File: config.mk
export PLATFORM = sky130hd
export DESIGN_NAME = multi_radix_number_parser_core
export DESIGN_NICKNAME = d
export VERILOG_FILES = /design/src/hdl/mrnp_pkg.sv /design/src/hdl/multi_radix_number_parser_core.sv /design/src/hdl/mrnp_step.sv
export SDC_FILE = /design/constraint.sdc
export NUM_CORES = 1
export LEC_CHECK = 0
export BUFFER_PORTS_ARGS = -buffer_cell sky130_fd_sc_hd__buf_2
export CAP_MARGIN = 20
export CORE_ASPECT_RATIO = 1.25
export CORE_UTILIZATION = 40
export DETAILED_ROUTE_END_ITERATION = 8
export HOLD_SLACK_MARGIN = 0.05
export REMOVE_ABC_BUFFERS = 1
export SKIP_LAST_GASP = 1
export SLEW_MARGIN = 20
export SYNTH_ARGS = -nofsm -noshare
export SYNTH_HDL_FRONTEND = slang
export SYNTH_SLANG_ARGS = --single-unit
export TNS_END_PERCENT = 10
File: constraint.sdc
create_clock -name i_clk -period 12.23 [get_ports i_clk]
set_clock_uncertainty 0.1 [all_clocks]
set_input_delay 0.6115 -clock i_clk [delete_from_list [all_inputs] [get_ports i_clk]]
set_output_delay 0.6115 -clock i_clk [all_outputs]
set_load 0.01 [all_outputs]
File: src/hdl/mrnp_pkg.sv
// Shared types and constants for the multi-radix number parser.
// No dependencies; imported by mrnp_step and multi_radix_number_parser_core.
package mrnp_pkg;

    // Parser modes
    typedef enum logic [2:0] {
        MODE_IDLE = 3'd0,
        MODE_SKIP = 3'd1,
        MODE_ZERO = 3'd2,
        MODE_HEX  = 3'd3,
        MODE_OCT  = 3'd4,
        MODE_BIN  = 3'd5,
        MODE_DEC  = 3'd6
    } t_mode;

    // Result status codes
    typedef enum logic [1:0] {
        ST_OK   = 2'd0,
        ST_NONE = 2'd1,
        ST_OVF  = 2'd2
    } t_status;

    localparam logic [31:0] C_DEC_LIMIT = 32'd429496729;
    localparam logic [31:0] C_OVF_VALUE = 32'h00ff_ffff;
    localparam logic [31:0] C_HEX_MASK  = 32'hf000_0000;
    localparam logic [31:0] C_OCT_MASK  = 32'he000_0000;
    localparam logic [31:0] C_BIN_MASK  = 32'h8000_0000;

    // Next state and result of one character, from the step logic to the core
    typedef struct packed {
        t_mode       mode;
        logic [31:0] acc;
        logic        have_digit;
        logic        emit;
        logic [31:0] value;
        t_status     status;
        logic        off_pos;   // offset is the current position, else zero
    } t_step;

endpackage

File: src/hdl/multi_radix_number_parser_core.sv
// Top level of the multi-radix number parser: parser state, position
// counter and output register. Uses mrnp_pkg and mrnp_step.
//
//  channel  dir  tdata (low bit up)                tuser         tlast
//  s_axis   in   ch[7:0]                           start_req     -
//  m_axis   out  value[31:0], stop_offset[15:0]    status[1:0]   -
//
// One character per cycle: each transfer updates the state through one
// level of decode and a shift-add, and a result appears in the output
// register the cycle after the terminating character.
// A stalled output holds the result; the input keeps taking characters
// while the output register is empty or being drained in the same cycle.
// Synchronous active-low reset returns the parser to idle.
module multi_radix_number_parser_core #(
    parameter int POS_WIDTH = 16
) (
    input  logic        i_clk,
    input  logic        i_rst_n,
    input  logic        i_s_axis_tvalid,
    output logic        o_s_axis_tready,
    input  logic [7:0]  i_s_axis_tdata,   // ch
    input  logic        i_s_axis_tuser,   // start_req
    output logic        o_m_axis_tvalid,
    input  logic        i_m_axis_tready,
    output logic [47:0] o_m_axis_tdata,   // value[31:0], stop_offset[47:32]
    output logic [1:0]  o_m_axis_tuser    // status
);
    import mrnp_pkg::*;

    localparam logic [POS_WIDTH-1:0] PosMax = '1;

    t_mode                r_mode, n_mode;
    logic [31:0]          r_acc, n_acc;
    logic                 r_have_digit, n_have_digit;
    logic [POS_WIDTH-1:0] r_pos, n_pos;
    logic                 r_out_valid, n_out_valid;
    logic [31:0]          r_out_value, n_out_value;
    logic [15:0]          r_out_offset, n_out_offset;
    t_status              r_out_status, n_out_status;

    t_step                step;
    logic                 in_xfer;
    logic [POS_WIDTH-1:0] pos_eff;
    logic [31:0]          pos_ext;
    logic [15:0]          pos_sat;

    mrnp_step u_step (
        .i_mode       (r_mode),
        .i_acc        (r_acc),
        .i_have_digit (r_have_digit),
        .i_start      (i_s_axis_tuser),
        .i_ch         (i_s_axis_tdata),
        .o_step       (step)
    );

    assign o_s_axis_tready = !r_out_valid || i_m_axis_tready;
    assign in_xfer         = i_s_axis_tvalid && o_s_axis_tready;

    // Position of the current byte, saturated to the offset width
    always_comb begin
        pos_eff = i_s_axis_tuser ? '0 : r_pos;
        pos_ext = 32'(pos_eff);
        pos_sat = (|pos_ext[31:16]) ? 16'hffff : pos_ext[15:0];
    end

    // Next state and output register
    always_comb begin
        n_mode       = r_mode;
        n_acc        = r_acc;
        n_have_digit = r_have_digit;
        n_pos        = r_pos;
        n_out_valid  = r_out_valid && !i_m_axis_tready;
        n_out_value  = r_out_value;
        n_out_offset = r_out_offset;
        n_out_status = r_out_status;
        if (in_xfer) begin
            n_mode       = step.mode;
            n_acc        = step.acc;
            n_have_digit = step.have_digit;
            n_pos        = pos_eff;
            if (step.mode != MODE_IDLE && pos_eff != PosMax) begin
                n_pos = pos_eff + 1'b1;
            end
            if (step.emit) begin
                n_out_valid  = 1'b1;
                n_out_value  = step.value;
                n_out_status = step.status;
                n_out_offset = step.off_pos ? pos_sat : 16'd0;
            end
        end
    end

    // Control registers
    always_ff @(posedge i_clk) begin
        if (!i_rst_n) begin
            r_mode       <= MODE_IDLE;
            r_acc        <= 32'd0;
            r_have_digit <= 1'b0;
            r_pos        <= '0;
            r_out_valid  <= 1'b0;
        end else begin
            r_mode       <= n_mode;
            r_acc        <= n_acc;
            r_have_digit <= n_have_digit;
            r_pos        <= n_pos;
            r_out_valid  <= n_out_valid;
        end
    end

    // Result payload
    always_ff @(posedge i_clk) begin
        r_out_value  <= n_out_value;
        r_out_offset <= n_out_offset;
        r_out_status <= n_out_status;
    end

    assign o_m_axis_tvalid = r_out_valid;
    assign o_m_axis_tdata  = {r_out_offset, r_out_value};
    assign o_m_axis_tuser  = r_out_status;

endmodule

File: src/hdl/mrnp_step.sv
// Combinational update of the parser for one character: prefix and radix
// selection, digit decode, overflow check and accumulate. Uses mrnp_pkg.
module mrnp_step (
    input  mrnp_pkg::t_mode i_mode,
    input  logic [31:0]     i_acc,
    input  logic            i_have_digit,
    input  logic            i_start,
    input  logic [7:0]      i_ch,
    output mrnp_pkg::t_step o_step
);
    import mrnp_pkg::*;

    t_mode       mode_eff;
    logic [31:0] acc_eff;
    logic        hd_eff;
    t_mode       dmode;
    logic        dvalid;
    logic [3:0]  dval;
    logic        ovf;
    logic [31:0] acc_new;
    t_step       dstep;

    // A start flag restarts the string with this byte
    always_comb begin
        mode_eff = i_start ? MODE_SKIP : i_mode;
        acc_eff  = (i_start || mode_eff == MODE_SKIP) ? 32'd0 : i_acc;
        hd_eff   = (i_start || mode_eff == MODE_SKIP) ? 1'b0 : i_have_digit;
    end

    // Radix used if this byte goes through the digit path
    always_comb begin
        case (mode_eff)
            MODE_SKIP: dmode = MODE_DEC;
            MODE_ZERO: dmode = MODE_OCT;
            default:   dmode = mode_eff;
        endcase
    end

    // Digit decode
    always_comb begin
        dvalid = 1'b0;
        dval   = 4'd0;
        if (i_ch inside {["0":"9"]}) begin
            dval   = 4'(i_ch - 8'h30);
            dvalid = (dmode == MODE_HEX) || (dmode == MODE_DEC) ||
                     (dmode == MODE_OCT && i_ch <= "7") ||
                     (dmode == MODE_BIN && i_ch <= "1");
        end else if (dmode == MODE_HEX && (i_ch inside {["A":"F"]})) begin
            dval   = 4'(i_ch - 8'h37);
            dvalid = 1'b1;
        end else if (dmode == MODE_HEX && (i_ch inside {["a":"f"]})) begin
            dval   = 4'(i_ch - 8'h57);
            dvalid = 1'b1;
        end
    end

    // Overflow check and accumulate
    always_comb begin
        case (dmode)
            MODE_HEX: begin
                ovf     = |(acc_eff & C_HEX_MASK);
                acc_new = {acc_eff[27:0], 4'd0} + {28'd0, dval};
            end
            MODE_OCT: begin
                ovf     = |(acc_eff & C_OCT_MASK);
                acc_new = {acc_eff[28:0], 3'd0} + {28'd0, dval};
            end
            MODE_BIN: begin
                ovf     = |(acc_eff & C_BIN_MASK);
                acc_new = {acc_eff[30:0], dval[0]};
            end
            default: begin
                ovf     = (acc_eff > C_DEC_LIMIT) ||
                          (acc_eff == C_DEC_LIMIT && dval > 4'd5);
                acc_new = {acc_eff[28:0], 3'd0} + {acc_eff[30:0], 1'b0} + {28'd0, dval};
            end
        endcase
    end

    // Outcome of the digit path
    always_comb begin
        dstep.mode       = dmode;
        dstep.acc        = acc_eff;
        dstep.have_digit = hd_eff;
        dstep.emit       = 1'b0;
        dstep.value      = 32'd0;
        dstep.status     = ST_OK;
        dstep.off_pos    = 1'b0;
        if (!dvalid) begin
            dstep.mode    = MODE_IDLE;
            dstep.emit    = 1'b1;
            dstep.value   = hd_eff ? acc_eff : 32'd0;
            dstep.status  = hd_eff ? ST_OK : ST_NONE;
            dstep.off_pos = hd_eff;
        end else if (ovf) begin
            dstep.mode   = MODE_IDLE;
            dstep.emit   = 1'b1;
            dstep.value  = C_OVF_VALUE;
            dstep.status = ST_OVF;
        end else begin
            dstep.acc        = acc_new;
            dstep.have_digit = 1'b1;
        end
    end

    // Mode dispatch
    always_comb begin
        o_step.mode       = mode_eff;
        o_step.acc        = acc_eff;
        o_step.have_digit = hd_eff;
        o_step.emit       = 1'b0;
        o_step.value      = 32'd0;
        o_step.status     = ST_OK;
        o_step.off_pos    = 1'b0;
        case (mode_eff)
            MODE_SKIP: begin
                if (i_ch inside {[8'd1:8'd32]}) begin
                    o_step.mode = MODE_SKIP;
                end else if (i_ch == "0") begin
                    o_step.mode = MODE_ZERO;
                end else if (i_ch == "b" || i_ch == "B") begin
                    o_step.mode = MODE_BIN;
                end else begin
                    o_step = dstep;
                end
            end
            MODE_ZERO: begin
                if (i_ch == "x" || i_ch == "X") begin
                    o_step.mode = MODE_HEX;
                end else if (i_ch inside {["0":"7"]}) begin
                    o_step = dstep;
                end else begin
                    o_step.mode    = MODE_IDLE;
                    o_step.emit    = 1'b1;
                    o_step.off_pos = 1'b1;
                end
            end
            MODE_HEX, MODE_OCT, MODE_BIN, MODE_DEC: begin
                o_step = dstep;
            end
            default: begin
                o_step.mode = MODE_IDLE;
            end
        endcase
    end

endmodule
==> results.tsv, run 1 <==
stage	metric	value	unit
synth	adder-cell share of the synthesized area	10.3	%
synth	Post-Syn Instances	989	
setup_path	CP endpoint kind	flip-flop	
power	Comb power frac	9.2	%
detailed_routing	drt first-iter violations	669	
cells_and_area	register area	2560	um^2
cts	root cell of the clock tree	clkbuf_16	
grt	number of global-route vias before repair	7343	
synth	flip-flop cell with the highest count after synthesis	dfxtp_1	
placement	routability congestion estimate from global placement	0.873	
die	area inside the core boundary	20200	um^2
setup_path	Max FO, Critical Path	25	
timing	slew at the pin closest to its max-slew limit	1120	ps
cells_and_area	multi-input logic area	5310	um^2
synth	distinct cell type count after synthesis	90	
detailed_routing	average wire per cell in the routed design	19.4	um
cts	cts bufs inserted	9	
cts	Resize count post-CTS	0	
power	Worst IR Drop VDD	0.0682	mV
power	switching share of total power	24.5	%
detailed_routing	post-detailed-route DRC marker count	0	
synth	portion of the post-synthesis area used by sequential elements	30.9	%
cts	CTS H-Tree Depth	3	
synth	main area contributors after synthesis	edfxtp_1 18%, dfxtp_1 13%, ha_1 9.8%	
timing	Max transition margin	25.2	%
die	effective utilization at floorplan	41.0	%
power	static power due to leakage	3.84	nW
cells_and_area	filler instances	2039	
timing	shortest period the worst path allows	5990	ps
detailed_routing	number of detailed-route iterations in the first pass	6	
synth	top cell type's share of synthesized area	18.1	%
grt	final global-route overflow total	0	
detailed_routing	wirelength, routed	24900	um
synth	post-synthesis average cell area	8.39	um^2
synth	multiplexer share of the synthesized area	1.61	%
placement	post-detailed-placement half-perimeter wirelength	17900	um
setup_path	R2R setup slack	6240	ps
power	Switching Power	0.190	mW
synth	netlist area before placement	8290	um^2
synth	share of synthesized cell area in and, or, nand and nor gates	23.0	%
timing	Fin. Hold Viols	0	
synth	fraction of the mapped netlist area in compound gates	23.6	%
detailed_routing	residual antenna-violating net count after detailed routing	0	
power	clock power share	43.1	%
grt	pin count of the biggest net entering global routing	34	
hold_path	Worst Hold Path Cells	2	
synth	share of synthesized registers carrying an async set or reset	0	%
power	internal power summed over all cells	0.585	mW
setup_path	Reg-to-Reg Start	r_mode[0]	
timing	Post-Route Setup TNS	0	ps
cts	worst-skew pair later-pin latency	370	ps
setup_path	Setup crit start kind	flip-flop	
synth	Yosys warnings	0	
die	Die Wd	131	um
die	count of standard-cell rows	58	
setup_path	worst setup path class	flip-flop to flip-flop	
cells_and_area	number of diodes added for antenna fixing	0	
power	power density over the cells	85.3	nW/um^2
cts	clock transition time at the flip-flop clock pins of the worst setup and hold paths	70	ps
cells_and_area	total number of nets in the final design	1090	
hold_path	Hold Crit Start	r_pos[1]	
power	total power	0.775	mW
synth	Synth area leader	edfxtp_1	
synth	largest family of logic cells by synthesized area	compound AO/OA/AOI/OAI gates	
timing	crit share post-route	49.0	%
setup_path	start point of the critical path	r_mode[0]	
cts	number of buffers inserted by post-CTS setup repair	0	
placement	IO Port Bufs	64	
timing	unrepaired setup endpoints after global routing	false	
timing	final setup violating endpoints	0	
setup_path	Register-to-Register Path Depth	17	
synth	number of enable flip-flop cells after synthesis	50	
hold_path	Hold EP	r_pos[1]	
setup_path	terminus of the critical flop-to-flop path	r_acc[31]	
cts	TritonCTS clock tree	done	
setup_path	Required @ worst endpoint	12400	ps
power	Sequential Power Share	47.8	%
detailed_routing	number of vias in the routed layout	7761	
grt	wire length of the first global-routing pass	39100	um
cells_and_area	Synth-to-Final Area Change	9.52	%
cts	TritonCTS sink count	103	
cts	hold buffer count at cts	0	
detailed_routing	Via density	6.04	
die	top-level port count	65	
cells_and_area	fraction of final layout cells sized beyond drive strength 1	11.8	%
status	outcome	complete, no violations	
grt	global-route usage over all layers	23.9	%
synth	parity-gate share of the synthesized area counting xor and xnor cells	5.39	%
hold_path	Hold/Removal Path Class	flip-flop to flip-flop	
setup_path	data arrival time at the worst-slack endpoint	6160	ps
die	DIE AREA	21300	um^2
flow_run	Max Cap Viol	0	
grt	antenna violations before repair	0	
cts	buffers from clock root to sink, at most	2	
synth	#FFs+latches synth	103	
timing	count of pins over their slew limit	0	
timing	Fmax achieved	167	MHz
die	height of the die	163	um
==> cell usage after synthesis (all sizes together), types with 5 or more instances <==
| library cell | count |
|---|---|
| nand2 | 91 |
| nor2 | 84 |
| a21oi | 83 |
| ha | 65 |
| o21ai | 61 |
| dfxtp | 53 |
| edfxtp | 50 |
| clkbuf | 49 |
| inv | 41 |
| nand3 | 37 |
| and2 | 32 |
| nand4 | 27 |
| xor2 | 27 |
| xnor2 | 24 |
| and3 | 22 |
| nor3 | 19 |
| a22oi | 17 |
| a222oi | 13 |
| buf | 13 |
| mux2i | 10 |
| nand2b | 10 |
| a211oi | 9 |
| a21o | 8 |
| a221oi | 8 |
| a22o | 8 |
| nor4 | 8 |
| o21a | 8 |
| a31oi | 7 |
| nor2b | 7 |
| o211ai | 7 |
| and4 | 5 |
| nor3b | 5 |
| o31ai | 5 |
==> placed cells by master, fill, tap and decap left out, types with 8 or more instances in the layout <==
master     instances
nor2_1            82
a22oi_1           17
xor2_1            27
and3_1            22
a222oi_1          13
o21ai_0           58
nand4_1           27
a21oi_1           81
dfxtp_1           53
clkbuf_16          9
edfxtp_1          50
a22o_1             8
buf_2             64
ha_1              65
xnor2_1           24
nand2b_1          10
a211oi_1           8
mux2i_1           10
buf_4              8
nand3_1           36
a21o_1             8
and2_1            29
nor3_1            18
nand2_1           90
inv_1             40
==> worst max path at each step <==
| stage | end | slack (ps) | cells after the start |
|---|---|---|---|
| after floorplan | r_acc[31] | 6110 | 17 |
| after global placement | r_acc[31] | 6400 | 20 |
| after detailed placement | r_acc[31] | 6300 | 20 |
| after CTS | r_acc[31] | 6310 | 17 |
| after global routing | r_acc[31] | 5860 | 17 |
| final | r_acc[31] | 6240 | 17 |
==> through the flow <==
stage | setup WS, ps | util (%) | hold slack, ps | cells | cell area [um^2]
2_1_floorplan | 6110 | - | 366 | 927 | 8020
6_report | 6240 | 44.9 | 402 | 1284 | 9080
5_1_grt | 5860 | 44.9 | 428 | 1284 | 9080
4_1_cts | 6310 | 44.9 | 400 | 1284 | 9080
3_5_place_dp | 6300 | 43.2 | 390 | 1269 | 8750
3_3_place_gp | 6400 | 43.2 | 384 | 1269 | 8750
==> power groups by stage <==
stage          clock network, mW  logic [mW]  registers (mW)
2_1_floorplan                  0      0.0362           0.381
3_3_place_gp                   0      0.0703           0.378
3_5_place_dp                   0      0.0706           0.378
4_1_cts                    0.341      0.0708           0.370
5_1_grt                    0.351      0.0771           0.371
6_report                   0.333      0.0711           0.370
==> routing by layer <==
layer	routed length (um)	up-vias	GRT usage [%]
li1	-	3712	-
met1	10400	3727	29.0
met2	12700	261	41.8
met3	1220	61	3.09
met4	704	0	10.3
met5	0	-	0
==> flip-flops by register name (all words and copies together), names as in the netlist <==
signal,cells
r_have_digit,1
r_out_offset,16
o_m_axis_tvalid,1
r_acc,32
r_pos,16
r_mode,3
o_m_axis_tuser,2
r_out_value,32
==> logic make-up after synthesis <==
kind of cell / Yosys count
multiplexers: 13
flip-flops: 103
adder cells (fa/ha/maj): 67
AO/OA/AOI/OAI: 281
AND/OR/NAND/NOR: 369
XOR/XNOR: 51
buffers and inverters: 105
==> worst max-delay path, cell delays in order (launching register included) <==
cell	delay [ps]
dfxtp_1	880
nand2_1	370
nor3_2	320
a31oi_4	200
nor2_4	210
inv_1	80
fa_1	590
inv_1	60
ha_1	300
a211o_1	310
a21oi_1	210
a21oi_1	200
a221oi_2	510
o41ai_2	200
a41oi_1	450
nor3b_1	90
or4_1	550
a221oi_2	260
==> area by class of cell <==
type                    count  area share (%)
multi-input cells         781            58.4
repair buffers             72            4.19
well taps                 270            3.72
inverters                  43            1.78
clock inverters             6            1.21
flip-flops and latches    103            28.2
clock buffers               9            2.48
Note: power is estimated with default switching activity, not from simulation.
==> run 2, diff against run 1 <==
clock period = 5.7 ns   (was 12.23 ns; I/O delays follow)
==> run 2 against run 1 <==
Against the previous run:
- global-route usage increased by 0.48 points
- total power increased by 110%
- design area increased by 1.1%
- die area unchanged
- non-clock buffer count increased by 13
- critical path depth unchanged
- via count increased by 1.0%
- largest power group unchanged
- utilization increased by 0.51 points
==> results.tsv, run 2 (synthesized netlist as in run 1, its figures left out) <==
stage	metric	value	unit	change
setup_path	CP endpoint kind	flip-flop		
detailed_routing	average wire per cell in the routed design	19.3	um	-0.40%
power	static power due to leakage	3.90	nW	+1.6%
power	Worst IR Drop VDD	0.145	mV	+110%
cts	hold buffer count at cts	0		unchanged
setup_path	dominant delay contributor by cell family on the critical path	compound AO/OA/AOI/OAI gates		
timing	count of pins over their slew limit	0		unchanged
cells_and_area	largest registers	r_acc: 32 flops, r_out_value: 32 flops		
power	Sequential Power Share	48.4	%	+0.6 points
grt	pin count of the biggest net entering global routing	34		unchanged
cts	buffers from clock root to sink, at most	2		unchanged
cts	CTS H-Tree Depth	3		unchanged
cells_and_area	fraction of final layout cells sized beyond drive strength 1	13.0	%	+1.2 points
detailed_routing	wirelength, routed	25100	um	+0.68%
cells_and_area	commonest cells after routing, fill and taps aside	90 x nand2_1, 82 x nor2_1, 81 x a21oi_1		
timing	slew at the pin closest to its max-slew limit	912	ps	-209 ps
timing	tightest hold margin	177	ps	-225 ps
setup_path	number of buffers and inverters on the critical path	2		unchanged
cells_and_area	non-filler cells, final	1298		+1.1%
placement	IO Port Bufs	64		unchanged
placement	routability congestion estimate from global placement	0.897		+2.8%
grt	global-route usage over all layers	24.4	%	+0.48 points
setup_path	Max FO, Critical Path	8		-68%
cts	TritonCTS clock tree	done		
detailed_routing	residual antenna-violating net count after detailed routing	0		unchanged
die	effective utilization at floorplan	41.0	%	unchanged
cts	clock transition time at the flip-flop clock pins of the worst setup and hold paths	70	ps	about the same
power	internal power summed over all cells	1.22	mW	+110%
power	power density over the cells	178	nW/um^2	+110%
timing	shortest period the worst path allows	5320	ps	-664 ps
die	area inside the core boundary	20200	um^2	unchanged
setup_path	Required @ worst endpoint	5870	ps	-6530 ps
placement	Placed Instances	1282		+1.0%
cts	number of buffers inserted by post-CTS setup repair	0		unchanged
power	switching share of total power	25.7	%	+1.2 points
die	height of the die	163	um	unchanged
grt	number of global-route vias before repair	7619		+3.8%
detailed_routing	number of detailed-route iterations in the first pass	6		unchanged
cells_and_area	final core occ	45.4	%	+0.51 points
die	DIE AREA	21300	um^2	unchanged
die	top-level port count	65		unchanged
power	Switching Power	0.421	mW	+120%
setup_path	Register-to-Register Path Depth	17		unchanged
setup_path	max incr delay on CP	590	ps	-290 ps
cells_and_area	commonest non-fill, non-tap cell in the layout	nand2_1		
hold_path	Hold/Removal Path Class	input port to flip-flop		
cts	Resize count post-CTS	0		unchanged
setup_path	worst setup path class	flip-flop to flip-flop		
setup_path	data arrival time at the worst-slack endpoint	5500	ps	-660 ps
timing	Fin. Hold Viols	0		unchanged
power	clock power share	41.9	%	-1.2 points
timing	Max transition margin	39.2	%	+14 points
flow_run	Max Cap Viol	0		unchanged
placement	post-detailed-placement half-perimeter wirelength	18000	um	+0.73%
detailed_routing	post-detailed-route DRC marker count	0		unchanged
timing	unrepaired setup endpoints after global routing	false		
status	outcome	complete, no violations		
power	total power	1.64	mW	+110%
die	Die Wd	131	um	unchanged
hold_path	Worst Hold Path Cells	3		+1
grt	wire length of the first global-routing pass	40200	um	+2.9%
detailed_routing	drt first-iter violations	750		+12%
detailed_routing	Via density	6.04		about the same
setup_path	crit path cell chain	nand2_1 -> nor3_2 -> a31oi_4 -> nor2_4 -> inv_1 -> fa_1 -> inv_1 -> ha_1 -> a211o_1 -> a21oi_1 -> a21oi_1 -> a221oi_2 -> o41ai_2 -> a41oi_1 -> nor3b_1 -> or4_1 -> a221oi_2		
setup_path	CP max stage cell	fa_1		
cells_and_area	Synth-to-Final Area Change	10.8	%	
detailed_routing	number of vias in the routed layout	7841		+1.0%
cells_and_area	number of diodes added for antenna fixing	0		unchanged
power	Comb power frac	9.7	%	+0.5 points
timing	Post-Route Setup TNS	0	ps	unchanged
die	count of standard-cell rows	58		unchanged
cts	TritonCTS sink count	103		unchanged
cts	cts bufs inserted	9		unchanged
timing	crit share post-route	93.4	%	+44 points
timing	final setup violating endpoints	0		unchanged
grt	final global-route overflow total	0		unchanged
cells_and_area	total number of nets in the final design	1103		+1.2%
cts	worst-skew pair later-pin latency	370	ps	about the same
cells_and_area	filler instances	2041		+0.098%
grt	antenna violations before repair	0		unchanged
timing	Fmax achieved	188	MHz	+12%
setup_path	Crit path depth	17		unchanged
cts	root cell of the clock tree	clkbuf_16		
setup_path	Setup crit start kind	flip-flop		
-- run 2: changes by cell type in the layout (fill, tap and decap cells not counted) --
cell	before	now
clkinv_1	3	2
buf_12	0	2
bufinv_16	3	2
clkbuf_1	0	1
clkinv_2	0	2
buf_4	8	19
-- run 2: stage by stage --
stage | setup slack, ps | cell area [um^2]
4_1_cts | 449 | 9190
3_5_place_dp | 258 | 8870
3_3_place_gp | 336 | 8870
5_1_grt | 68.5 | 9190
6_report | 377 | 9190
2_1_floorplan | -425 | 8020
-- run 2: path summary, 6_finish.rpt --
path	start	endpoint	slack, ps
setup reg to reg	r_mode[0]	r_acc[31]	380
hold / removal	i_m_axis_tready	o_m_axis_tvalid	180
hold reg to reg	r_pos[1]	r_pos[1]	400
setup / recovery	r_mode[0]	r_acc[31]	380
-- run 2: cell type report --
class	count	area, um^2	area share (%)
timing repair buffer	85	503	5.48
tap	270	338	3.68
clock inverter	6	86.3	0.940
sequential	103	2560	27.9
multi-input combinational	781	5310	57.8
clock buffer	10	229	2.49
inverter	43	161	1.76
-- run 2: layer usage --
| metal | global-route usage [%] | routed length [um] | vias up |
|---|---|---|---|
| met5 | 0 | 0 | - |
| met4 | 10.5 | 660 | 0 |
| met3 | 2.96 | 1450 | 45 |
| met2 | 43.1 | 12700 | 299 |
| met1 | 29.3 | 10300 | 3738 |
| li1 | - | - | 3759 |
-- run 2: tightest hold or removal path: cells and delay by family --
family	cells	cell delay (ps)
compound gates	1	80
buf+inv	1	70
simple gates	1	150
-- run 2: power groups by stage --
stage          logic, mW  registers, mW  clock network (mW)
4_1_cts            0.158          0.793               0.692
6_report           0.159          0.793               0.686
3_3_place_gp       0.157          0.810                   0
5_1_grt            0.172          0.795               0.719
3_5_place_dp       0.158          0.810                   0
2_1_floorplan     0.0778          0.818                   0
==> run 3, diff against run 2 <==
ABC_CLOCK_PERIOD_IN_PS = 5700   (was default)
BUFFER_PORTS_ARGS = -buffer_cell sky130_fd_sc_hd__buf_4   (was -buffer_cell sky130_fd_sc_hd__buf_2)
==> run 3 against run 2 <==
Against the previous run:
- first-iteration DRC count shrank 7.2%
- hold slack lost 11 ps
- final cell count is essentially flat
- total power grew 0.44%
- largest cell class unchanged
- sequential power is essentially flat
- clock power is essentially flat
- critical path depth is the same
- die area is the same
- non-clock buffer count grew 1
- global-route usage is essentially flat
- critical endpoint unchanged
- design area grew 1.7%
- combinational power grew 5%
==> results.tsv, run 3 (synthesized netlist as in run 1, its figures left out) <==
stage	metric	value	unit	change
status	outcome	complete, no violations		
power	total power	1.65	mW	+0.44%
die	height of the die	163	um	unchanged
placement	routability congestion estimate from global placement	0.910		+1.4%
cells_and_area	number of diodes added for antenna fixing	0		unchanged
timing	tightest hold margin	166	ps	-11.2 ps
cts	root cell of the clock tree	clkbuf_16		
timing	Max transition margin	33.8	%	-5.4 points
setup_path	R2R setup slack	350	ps	-30 ps
grt	met2 routing resource usage after global routing	42.1	%	-0.96 points
setup_path	Required @ worst endpoint	5880	ps	about the same
setup_path	Setup crit start kind	flip-flop		
power	internal power summed over all cells	1.23	mW	+0.69%
setup_path	CP endpoint kind	flip-flop		
timing	count of pins over their slew limit	0		unchanged
timing	Fmax achieved	187	MHz	-0.60%
placement	Placed Instances	1283		+0.078%
power	Comb power frac	10.2	%	+0.5 points
grt	global-route usage over all layers	24.4	%	about the same
timing	slew at the pin closest to its max-slew limit	994	ps	+81.7 ps
cells_and_area	total number of nets in the final design	1104		+0.091%
cts	TritonCTS clock tree	done		
cells_and_area	commonest non-fill, non-tap cell in the layout	nand2_1		
die	area inside the core boundary	20200	um^2	unchanged
grt	Global Route met1 Usage	29.8	%	+0.48 points
detailed_routing	residual antenna-violating net count after detailed routing	0		unchanged
setup_path	Max FO, Critical Path	14		+6
cts	hold buffer count at cts	0		unchanged
detailed_routing	post-detailed-route DRC marker count	0		unchanged
setup_path	data arrival time at the worst-slack endpoint	5530	ps	+30 ps
power	clock power share	41.6	%	-0.3 points
timing	final setup violating endpoints	0		unchanged
placement	post-detailed-placement half-perimeter wirelength	18100	um	+0.43%
setup_path	worst setup path class	flip-flop to flip-flop		
hold_path	Hold/Removal Path Class	input port to flip-flop		
detailed_routing	number of detailed-route iterations in the first pass	5		-1
detailed_routing	average wire per cell in the routed design	19.5	um	+0.79%
die	count of standard-cell rows	58		unchanged
timing	unrepaired setup endpoints after global routing	false		
placement	IO Port Bufs	64		unchanged
grt	number of global-route vias before repair	7376		-3.2%
grt	antenna violations before repair	0		unchanged
cells_and_area	largest registers	r_acc: 32 flops, r_out_value: 32 flops		
cells_and_area	commonest cells after routing, fill and taps aside	90 x nand2_1, 84 x buf_4, 82 x nor2_1		
die	DIE AREA	21300	um^2	unchanged
power	Switching Power	0.420	mW	-0.29%
cells_and_area	register area	2560	um^2	unchanged
cts	number of buffers inserted by post-CTS setup repair	0		unchanged
cts	TritonCTS sink count	103		unchanged
cts	worst-skew pair later-pin latency	370	ps	about the same
cells_and_area	final design instance area without fill	9350	um^2	+1.7%
timing	Fin. Hold Viols	0		unchanged
cells_and_area	filler instances	2010		-1.5%
grt	final global-route overflow total	0		unchanged
cells_and_area	non-filler cells, final	1299		+0.077%
power	power density over the cells	176	nW/um^2	-1.3%
flow_run	Max Cap Viol	0		unchanged
cts	clock transition time at the flip-flop clock pins of the worst setup and hold paths	70	ps	about the same
detailed_routing	Via density	5.94		-1.7%
grt	wire length of the first global-routing pass	39900	um	-0.76%
cts	cts bufs inserted	9		unchanged
power	Worst IR Drop VDD	0.158	mV	+8.7%
cells_and_area	multi-input logic area	5310	um^2	unchanged
detailed_routing	drt first-iter violations	696		-7.2%
placement	placed inst area	9040	um^2	+1.9%
grt	busiest layer in global routing	met2		
cells_and_area	fraction of final layout cells sized beyond drive strength 1	12.8	%	-0.21 points
power	switching share of total power	25.5	%	-0.19 points
cts	CTS H-Tree Depth	3		unchanged
grt	pin count of the biggest net entering global routing	35		+2.9%
power	Sequential Power Share	48.3	%	about the same
cts	buffers from clock root to sink, at most	2		unchanged
power	static power due to leakage	3.93	nW	+0.81%
grt	GR met3 Demand/Resource	3.25	%	+0.30 points
detailed_routing	number of vias in the routed layout	7715		-1.6%
die	effective utilization at floorplan	41.0	%	unchanged
die	top-level port count	65		unchanged
cells_and_area	Synth-to-Final Area Change	12.7	%	
cts	Resize count post-CTS	0		unchanged
timing	crit share post-route	93.9	%	+0.56 points
detailed_routing	wirelength, routed	25300	um	+0.86%
die	Die Wd	131	um	unchanged
timing	shortest period the worst path allows	5350	ps	+31.9 ps
[run 3: critical path, stage by stage (launching register included)]
cell and delay, ps:
dfxtp_1 650, nand2_1 190, nor3_2 250, a31oi_4 140, nor2_4 190, inv_1 80, fa_1 580, inv_1 60
ha_1 300, a211o_1 310, a21oi_1 200, a21oi_1 200, a221oi_2 480, o41ai_2 190, a41oi_1 450, nor3b_1 90
or4_1 540, a221oi_2 240
[run 3: metal layers]
metal | wire length (um) | share of wire, %
met1 | 10700 | 42
met2 | 12800 | 51
met3 | 1160 | 4.6
met4 | 665 | 2.6
met5 | 0 | 0
[run 3: power by group through the flow]
stage | logic (mW) | clock network (mW) | registers [mW]
after detailed placement | 0.166 | 0 | 0.811
after floorplan | 0.0778 | 0 | 0.818
after CTS | 0.167 | 0.690 | 0.794
after global routing | 0.180 | 0.714 | 0.796
final | 0.167 | 0.684 | 0.794
after global placement | 0.165 | 0 | 0.811
[run 3: area by class of cell]
cell class                 instances  area share (%)
timing repair buffer              86            7.18
sequential                       103            27.4
inverter                          43            1.73
tap                              270            3.61
multi-input combinational        781            56.8
clock inverter                     4           0.763
clock buffer                      12            2.53
[run 3: path summary, 6_finish.rpt]
kind	from	to	depth (start not counted)
hold reg to reg	r_pos[1]	r_pos[1]	2
setup reg to reg	r_mode[0]	r_acc[31]	17
setup / recovery	r_mode[0]	r_acc[31]	17
hold / removal	i_m_axis_tready	o_m_axis_tvalid	3
[run 3: stage by stage]
| stage | setup WS [ps] | setup TNS, ps | utilization (%) |
|---|---|---|---|
| floorplan | -425 | -499 | - |
| finish | 345 | 0 | 46.2 |
| detailed placement | 260 | 0 | 44.6 |
| global route | 3.69 | 0 | 46.2 |
| global placement | 335 | 0 | 44.6 |
| CTS | 362 | 0 | 46.2 |
